File: config.mk
export PLATFORM = sky130hd
export DESIGN_NAME = pcie_read_request_splitter
export DESIGN_NICKNAME = d
export VERILOG_FILES = /design/src/sv/prrs_pkg.sv /design/src/sv/prrs_out_queue.sv /design/src/sv/pcie_read_request_splitter.sv
export SDC_FILE = /design/constraint.sdc
export NUM_CORES = 1
export LEC_CHECK = 0
export BUFFER_PORTS_ARGS = -buffer_cell sky130_fd_sc_hd__buf_4
export CELL_PAD_IN_SITES_DETAIL_PLACEMENT = 1
export CELL_PAD_IN_SITES_GLOBAL_PLACEMENT = 2
export CORE_MARGIN = 5
export CORE_UTILIZATION = 40
export CTS_CLUSTER_DIAMETER = 30
export CTS_CLUSTER_SIZE = 25
export DETAILED_ROUTE_END_ITERATION = 16
export PLACE_DENSITY_LB_ADDON = 0.1
export REMOVE_ABC_BUFFERS = 1
export SETUP_SLACK_MARGIN = 0.5
export SLEW_MARGIN = 20
export SYNTH_ARGS = -nofsm -noshare
export SYNTH_HDL_FRONTEND = slang
export SYNTH_SLANG_ARGS = --single-unit
File: constraint.sdc
create_clock -name clk -period 8.3 [get_ports clk]
set_clock_uncertainty 0.2 [all_clocks]
set_input_delay 0.415 -clock clk [delete_from_list [all_inputs] [get_ports clk]]
set_output_delay 0.415 -clock clk [all_outputs]
set_load 0.02 [all_outputs]
File: src/sv/prrs_pkg.sv
`timescale 1ns / 1ps
// ----------------------------------------------------------------------------
// prrs_pkg
// Types, constants and helpers shared by the read request splitter.
// ----------------------------------------------------------------------------
package prrs_pkg;

  // Largest read request in dwords
  localparam int MAX_READ_DW    = 16;
  // Page size in bytes (power of two); requests never cross a page
  localparam int PAGE_BYTES     = 4096;
  // Larger read commands are clamped to this
  localparam int MAX_SIZE_BYTES = 65536;
  localparam int PAGE_BITS      = $clog2(PAGE_BYTES);

  // Output queue depth; must hold at least two results
  localparam int OQ_DEPTH = 4;
  localparam int OQ_PTR_W = $clog2(OQ_DEPTH);

  localparam logic [7:0] TYPE_MRD64 = 8'h20;
  localparam logic [7:0] TYPE_CPLD  = 8'h4a;
  localparam logic [7:0] BYTE_EN    = 8'hff;

  typedef enum logic [1:0] {
    REQ_START   = 2'd0,
    REQ_CPL_HDR = 2'd1,
    REQ_CPL_DW  = 2'd2
  } req_type_t;

  typedef enum logic [1:0] {
    KIND_HDR  = 2'd0,
    KIND_DATA = 2'd1,
    KIND_DONE = 2'd2,
    KIND_ERR  = 2'd3
  } result_kind_t;

  typedef enum logic [2:0] {
    ERR_ADDR_ALIGN = 3'd0,
    ERR_SIZE_ALIGN = 3'd1,
    ERR_NO_REQ_ID  = 3'd2,
    ERR_CPL_TYPE   = 3'd3,
    ERR_TAG        = 3'd4
  } error_code_t;

  typedef struct packed {
    logic [1:0]  req_type;
    logic [63:0] byte_addr;
    logic [16:0] size_bytes;
    logic [31:0] word;
    logic [31:0] cpl_dw2;
    logic [8:0]  cpl_total_dw;
  } cmd_t;

  typedef struct packed {
    logic [1:0]  result_kind;
    logic [31:0] hdr_dw0;
    logic [31:0] hdr_dw1;
    logic [31:0] addr_hi;
    logic [31:0] addr_lo;
    logic [31:0] data_word;
    logic [2:0]  error_code;
    logic        last;
  } rsp_t;

  // Queue push request: up to two results per beat
  typedef struct packed {
    logic push0;
    logic push1;
    rsp_t rsp0;
    rsp_t rsp1;
  } oq_push_t;

endpackage

File: src/sv/prrs_out_queue.sv
`timescale 1ns / 1ps
// ----------------------------------------------------------------------------
// prrs_out_queue
// Small result queue: takes up to two results per cycle, hands out one when not stalled.
// ----------------------------------------------------------------------------
module prrs_out_queue
  import prrs_pkg::*;
(
  input  logic     clk,
  input  logic     rst,
  input  oq_push_t push,
  output logic     room2,
  output logic     rsp_valid,
  input  logic     rsp_stall,
  output rsp_t     rsp
);

  rsp_t                mem [OQ_DEPTH];
  logic [OQ_PTR_W-1:0] wr_ptr;
  logic [OQ_PTR_W-1:0] rd_ptr;
  logic [OQ_PTR_W:0]   count;
  logic [OQ_PTR_W-1:0] wr_ptr1;
  logic                pop;
  logic [OQ_PTR_W:0]   n_push;

  assign wr_ptr1   = wr_ptr + OQ_PTR_W'(1);
  assign rsp_valid = (count != '0);
  assign rsp       = mem[rd_ptr];
  assign pop       = rsp_valid && !rsp_stall;
  // push1 only comes with push0
  assign n_push    = (OQ_PTR_W+1)'(push.push0) + (OQ_PTR_W+1)'(push.push1);
  // conservative: ignores a pop in the same cycle
  assign room2     = (count <= (OQ_PTR_W+1)'(OQ_DEPTH - 2));

  always_ff @(posedge clk) begin
    if (push.push0) begin
      mem[wr_ptr] <= push.rsp0;
    end
    if (push.push1) begin
      mem[wr_ptr1] <= push.rsp1;
    end
  end

  always_ff @(posedge clk) begin
    if (rst) begin
      wr_ptr <= '0;
      rd_ptr <= '0;
      count  <= '0;
    end else begin
      wr_ptr <= wr_ptr + OQ_PTR_W'(n_push);
      if (pop) begin
        rd_ptr <= rd_ptr + OQ_PTR_W'(1);
      end
      count <= count + n_push - (OQ_PTR_W+1)'(pop);
    end
  end

endmodule

File: src/sv/pcie_read_request_splitter.sv
`timescale 1ns / 1ps
// ----------------------------------------------------------------------------
// pcie_read_request_splitter
// Splits a read command into MRd64 request headers, checks completion
// headers and passes payload dwords out byte-swapped.
// ----------------------------------------------------------------------------
// One command beat is taken per cycle. Each beat is held in an input register
// while the control logic works it out, and its results (none, one or two) go
// into a four-entry output queue. A beat that yields two results (last payload
// dword of a chunk, followed by the next header or read done) needs two output
// beats, so over a long run the output port, one result per cycle while the
// output is not stalled, sets the rate. The input stalls while a beat is staged
// and the queue cannot take two more results. Write requester_id through
// cfg_wr_en/cfg_wr_data only while idle; the block does not enforce this.
module pcie_read_request_splitter
  import prrs_pkg::*;
(
  input  logic        clk,
  input  logic        rst,
  input  logic        cfg_wr_en,
  input  logic [15:0] cfg_wr_data,
  input  logic        cmd_valid,
  output logic        cmd_stall,
  input  cmd_t        cmd,
  output logic        rsp_valid,
  input  logic        rsp_stall,
  output rsp_t        rsp
);

  function automatic logic [31:0] byte_swap(input logic [31:0] w);
    return {w[7:0], w[15:8], w[23:16], w[31:24]};
  endfunction

  // Chunk length: capped by max read size, room left in the page, and
  // dwords still to read.
  function automatic logic [8:0] chunk_dw(input logic [PAGE_BITS-1:0] off,
                                          input logic [14:0] rem);
    logic [15:0] lim;
    logic [15:0] room;
    lim  = 16'(MAX_READ_DW);
    room = (16'(PAGE_BYTES) - 16'(off)) >> 2;
    if (off != '0 && room < lim) begin
      lim = room;
    end
    if (16'(rem) < lim) begin
      lim = 16'(rem);
    end
    return 9'(lim);
  endfunction

  logic [15:0] requester_id;
  logic [63:0] cur_address,    cur_address_next;
  logic [14:0] remaining_dw,   remaining_dw_next;
  logic [7:0]  tag_counter,    tag_counter_next;
  logic [8:0]  chunk_len,      chunk_len_next;
  logic [8:0]  chunk_received, chunk_received_next;
  logic [8:0]  cpl_words_left, cpl_words_left_next;
  logic        busy,           busy_next;

  logic        stage_valid;
  cmd_t        stage;
  logic        room2;
  logic        advance;
  oq_push_t    push;

  assign advance   = stage_valid && room2;
  assign cmd_stall = stage_valid && !advance;

  always_ff @(posedge clk) begin
    if (cmd_valid && !cmd_stall) begin
      stage <= cmd;
    end
  end

  // Work for the staged beat
  always_comb begin
    logic [31:0] size_c;
    logic [8:0]  len;
    logic [8:0]  need;
    rsp_t        hdr;

    cur_address_next    = cur_address;
    remaining_dw_next   = remaining_dw;
    tag_counter_next    = tag_counter;
    chunk_len_next      = chunk_len;
    chunk_received_next = chunk_received;
    cpl_words_left_next = cpl_words_left;
    busy_next           = busy;
    push                = '0;
    size_c              = '0;
    len                 = '0;
    need                = '0;
    hdr                 = '0;

    if (advance) begin
      case (stage.req_type)
        REQ_START: begin
          busy_next           = 1'b0;
          cpl_words_left_next = '0;
          push.push0          = 1'b1;
          push.rsp0.last      = 1'b1;
          size_c              = 32'(stage.size_bytes);
          if (size_c > 32'(MAX_SIZE_BYTES)) begin
            size_c = 32'(MAX_SIZE_BYTES) & ~32'd3;
          end
          if (stage.byte_addr[1:0] != 2'b00) begin
            push.rsp0.result_kind = KIND_ERR;
            push.rsp0.error_code  = ERR_ADDR_ALIGN;
          end else if (stage.size_bytes[1:0] != 2'b00) begin
            push.rsp0.result_kind = KIND_ERR;
            push.rsp0.error_code  = ERR_SIZE_ALIGN;
          end else if (requester_id == '0) begin
            push.rsp0.result_kind = KIND_ERR;
            push.rsp0.error_code  = ERR_NO_REQ_ID;
          end else if (size_c == '0) begin
            push.rsp0.result_kind = KIND_DONE;
          end else begin
            cur_address_next    = stage.byte_addr;
            remaining_dw_next   = 15'(size_c >> 2);
            busy_next           = 1'b1;
            chunk_received_next = '0;
            chunk_len_next      = chunk_dw(stage.byte_addr[PAGE_BITS-1:0],
                                           15'(size_c >> 2));
          end
        end
        REQ_CPL_HDR: begin
          if (busy) begin
            cpl_words_left_next = '0;
            if (stage.word[31:24] != TYPE_CPLD) begin
              busy_next             = 1'b0;
              push.push0            = 1'b1;
              push.rsp0.result_kind = KIND_ERR;
              push.rsp0.error_code  = ERR_CPL_TYPE;
              push.rsp0.last        = 1'b1;
            end else if (stage.cpl_dw2[15:8] != tag_counter) begin
              busy_next             = 1'b0;
              push.push0            = 1'b1;
              push.rsp0.result_kind = KIND_ERR;
              push.rsp0.error_code  = ERR_TAG;
              push.rsp0.last        = 1'b1;
            end else begin
              len  = (stage.cpl_total_dw >= 9'd3) ? stage.cpl_total_dw - 9'd3 : '0;
              need = chunk_len - chunk_received;
              cpl_words_left_next = (len < need) ? len : need;
            end
          end
        end
        REQ_CPL_DW: begin
          if (busy && cpl_words_left != '0) begin
            cpl_words_left_next   = cpl_words_left - 9'd1;
            chunk_received_next   = chunk_received + 9'd1;
            remaining_dw_next     = remaining_dw - 15'd1;
            cur_address_next      = cur_address + 64'd4;
            push.push0            = 1'b1;
            push.rsp0.result_kind = KIND_DATA;
            push.rsp0.data_word   = byte_swap(stage.word);
            if (chunk_received_next < chunk_len) begin
              push.rsp0.last = 1'b1;
            end else begin
              // chunk complete: next header or read done follows
              tag_counter_next    = tag_counter + 8'd1;
              cpl_words_left_next = '0;
              push.push1          = 1'b1;
              push.rsp1.last      = 1'b1;
              if (remaining_dw_next == '0) begin
                busy_next             = 1'b0;
                push.rsp1.result_kind = KIND_DONE;
              end else begin
                chunk_received_next = '0;
                chunk_len_next      = chunk_dw(cur_address_next[PAGE_BITS-1:0],
                                               remaining_dw_next);
              end
            end
          end
        end
        default: begin
        end
      endcase

      // Request header for a newly issued chunk
      hdr.result_kind = KIND_HDR;
      hdr.hdr_dw0     = {TYPE_MRD64, 15'd0, chunk_len_next};
      hdr.hdr_dw1     = {requester_id, tag_counter_next, BYTE_EN};
      hdr.addr_hi     = cur_address_next[63:32];
      hdr.addr_lo     = cur_address_next[31:0];
      hdr.last        = 1'b1;
      if (stage.req_type == REQ_START && busy_next) begin
        push.rsp0 = hdr;
      end
      if (push.push1 && busy_next) begin
        push.rsp1 = hdr;
      end
    end
  end

  always_ff @(posedge clk) begin
    if (rst) begin
      requester_id   <= '0;
      cur_address    <= '0;
      remaining_dw   <= '0;
      tag_counter    <= '0;
      chunk_len      <= '0;
      chunk_received <= '0;
      cpl_words_left <= '0;
      busy           <= 1'b0;
      stage_valid    <= 1'b0;
    end else begin
      if (cfg_wr_en) begin
        requester_id <= cfg_wr_data;
      end
      cur_address    <= cur_address_next;
      remaining_dw   <= remaining_dw_next;
      tag_counter    <= tag_counter_next;
      chunk_len      <= chunk_len_next;
      chunk_received <= chunk_received_next;
      cpl_words_left <= cpl_words_left_next;
      busy           <= busy_next;
      if (cmd_valid && !cmd_stall) begin
        stage_valid <= 1'b1;
      end else if (advance) begin
        stage_valid <= 1'b0;
      end
    end
  end

  prrs_out_queue u_out_queue (
    .clk       (clk),
    .rst       (rst),
    .push      (push),
    .room2     (room2),
    .rsp_valid (rsp_valid),
    .rsp_stall (rsp_stall),
    .rsp       (rsp)
  );

endmodule
==> summary.md <==
| Metric | Value |
|---|---|
| CP Cell Sequence | `ha_1 -> nor4b_2 -> xnor2_1 -> xnor2_1 -> and4_1 -> o211ai_1 -> nor2_1 -> ha_1 -> a21oi_1 -> o21ai_0 -> a2111oi_0 -> nor2_1 -> or3_1 -> o32ai_4 -> nor4b_2 -> nor3_1` |
| DRC | `0` |
| Final #Nets | `4121` |
| WP data required | `between 8 and 9 ns` |
| Vias | `30206` |
| Num CTS Buffers | `201` |
| Top FF cell, synth | `edfxtp_1` |
| Most frequent cell after synthesis | `edfxtp_1` |
| # IOs | `approximately 350` |
| Area grow syn2layout | `32.0%` |
| Power Density | `300 mW/mm^2` |
| YS warnings | `0` |
| F_max | `0.157 GHz` |
| Initial DRT Pass Iterations | `5` |
| Worst setup EP type | `flop` |
| Share of cells above drive strength 1 | `0.226` |
| Area after DPL | `0.0416 sq mm` |
| Fin crit period | `6.36 ns` |
| Antenna diode count | `0` |
| Post-DP HPWL | `83.3 mm` |
| IR drop worst, VDD | `215 uV` |
| I/O Buffers | `between 200 and 300` |
| Cell taking the most area after synthesis | `edfxtp_1` |
| Gpl congestion | `0.847` |
| Wirelength per Cell | `roughly 25 microns` |
| CP delay by family, top | `simple AND/OR/NAND/NOR gates` |
| Slew headroom | `0.254` |
| Sequential fraction of the synthesis area | `0.566` |
| Synth unique cells | `95` |
| Slowest-stage cell, CP | `a2111oi_0` |
| Initial antenna violation count | `1` |
| Root buffer cell | `clkbuf_16` |
| Final instance area | `0.0506 sq mm` |
| CP Data Arrival Time | `6.63 ns` |
| Worst-skew pair later-pin latency | `0.77 ns` |
| Mapped cell area | `0.0383 sq mm` |
| Largest net degree at the start of global routing | `91` |
| Worst-path clk slew | `roughly 0.05 ns` |
| Area of the core | `0.0950 sq mm` |
| Seq cells post-synth | `around 820` |
| Clock sink count | `817` |
| Resize count post-CTS | `0` |
| First-pass GRT wire length | `between 200 and 250 mm` |
| Post-synth EDFFs | `532` |
| Run status | `finished, final reports clean` |
| Leak | `17.8 nW` |
| Final Hold Fails | `0` |
| Worst path buffer plus inverter count | `0` |
| CTS max path bufs | `3` |
| Final setup viols | `0` |
| Setup CP Type | `reg2reg` |
| Worst slew pin tran | `1.12 ns` |
| CP Max Fanout | `15` |
| Hold Crit Class | `in2reg` |
| GRT Util Overall | `0.257` |
| RSZ-0062 raised after global routing | `false` |
| Die Span X | `320 microns` |
| H-tree levels | `4` |
| Total of max-cap violations | `0` |
| Async SR Flop Fraction | `0` |
| Avg Synthesized Cell Area | `~11 sq um` |
| Die Y | `about 320 microns` |
| Startpoint types | `flop` |
| DRT iter0 DRCs | `2115` |
| Vias/cell | `5.67` |
| Drt total wl | `134 mm` |
| Row cnt | `about 110` |
| Global route overflow | `0` |
| Placed cells | `4773` |
| Fin crit share | `0.766` |
| Non-Filler Instances | `approximately 5300` |
| Synth top cells by count | `edfxtp_1, nor2_1, nand2_1` |
| Vias in the first global route | `32951` |
| Yosys top cell area share | `0.417` |
| Full die area | `0.102 sq mm` |
| ANT nets after route | `0` |
| Synth top area cells | `edfxtp_1, dfxtp_1, mux4_2, nor2_1, nand2_1` |
| Initial core utilization | `0.403` |
| Final core utilization | `0.533` |
| Max-slew violation count | `0` |
| CP max stage delay | `0.75 ns` |
| CTS tree | `yes` |
| Mapped Cells | `3379` |
-- worst paths after layout --
path,startpoint,endpoint,slack [ns],depth (start not counted)
setup / recovery,cur_address[2],u_out_queue.mem[3][136],1.94,16
hold reg to reg,u_out_queue.mem[3][27],u_out_queue.mem[3][27],0.24,2
setup reg to reg,cur_address[2],u_out_queue.mem[3][136],1.94,16
hold / removal,cmd[81],stage[81],0.17,2
-- power by group --
| part | switching (mW) | internal, mW |
|---|---|---|
| Clock | 2.58 | 5.69 |
| Combinational | 1.31 | 0.967 |
| Sequential | 0.171 | 4.46 |
-- final cells by class --
class	instances	area, sq um
clock buffer	239	5390
clock inverter	143	1900
fill	9868	44400
inverter	66	258
multi-input combinational	2272	15400
sequential	817	21700
tap	1265	1580
timing repair buffer	522	4370
-- layout by cell type (no fill, tap or decap), drive strengths merged, types with 77 or more instances in the layout --
master | synthesis | final
edfxtp | 532 | 532
nor2 | 474 | 474
nand2 | 361 | 361
buf | 123 | 353
dfxtp | 285 | 285
clkbuf | 133 | 239
o21ai | 216 | 216
a21oi | 169 | 169
dlygate4sd3 | 0 | 169
mux4 | 136 | 136
clkinv | 1 | 77
-- flip-flops by register name, summed over array words and instances, names as in the netlist, 9 cells and up, named ones only --
name,cells
u_out_queue.mem,544
stage,132
cur_address,64
requester_id,16
remaining_dw,15
chunk_len,9
chunk_received,9
cpl_words_left,9
-- per-stage QoR --
stage	setup slack (ns)	TNS [ns]	power (mW)	hold slack [ns]
2_1_floorplan	-0.294	-60.23	6.06	0.220
6_report	1.94	0	15.2	0.169
3_3_place_gp	2.35	0	6.89	0.228
3_5_place_dp	2.06	0	6.93	0.240
4_1_cts	2.03	0	15.3	0.110
5_1_grt	1.67	0	15.7	0.138
-- timing repair --
| action | CTS | global route |
|---|---|---|
| endpoints found under the hold margin | 170 | 0 |
| buffers inserted | 0 | 0 |
| hold buffers | 169 | 0 |
-- worst reg2reg max path, stage by stage, from the launching register on --
cell and delay (ns):
dfxtp_1 0.64, ha_1 0.37, nor4b_2 0.69, xnor2_1 0.19, xnor2_1 0.16, and4_1 0.21, o211ai_1 0.51, nor2_1 0.21
ha_1 0.24, a21oi_1 0.14, o21ai_0 0.14, a2111oi_0 0.75, nor2_1 0.08, or3_1 0.41, o32ai_4 0.53, nor4b_2 0.50
nor3_1 0.11
-- per-layer routing --
metal  up-vias  wire length (microns)  track usage
li1      13520                      -            -
met3       207                   7140       0.0460
met2       883                  66200        0.439
met5         -                     11            0
met4         2                   3690       0.0853
met1     15594                  57200        0.332
-- cells by family after synthesis --
group / count (synthesis) / share of synthesized area
buffers and inverters: 322 / 0.0386
other: 2 / 0.000196
adder cells (fa/ha/maj): 64 / 0.0213
XOR/XNOR: 71 / 0.0162
AND/OR/NAND/NOR: 1229 / 0.146
multiplexers: 206 / 0.0989
AO/OA/AOI/OAI: 668 / 0.113
flip-flops: 817 / 0.566
Power figures use the tool's default switching activity.
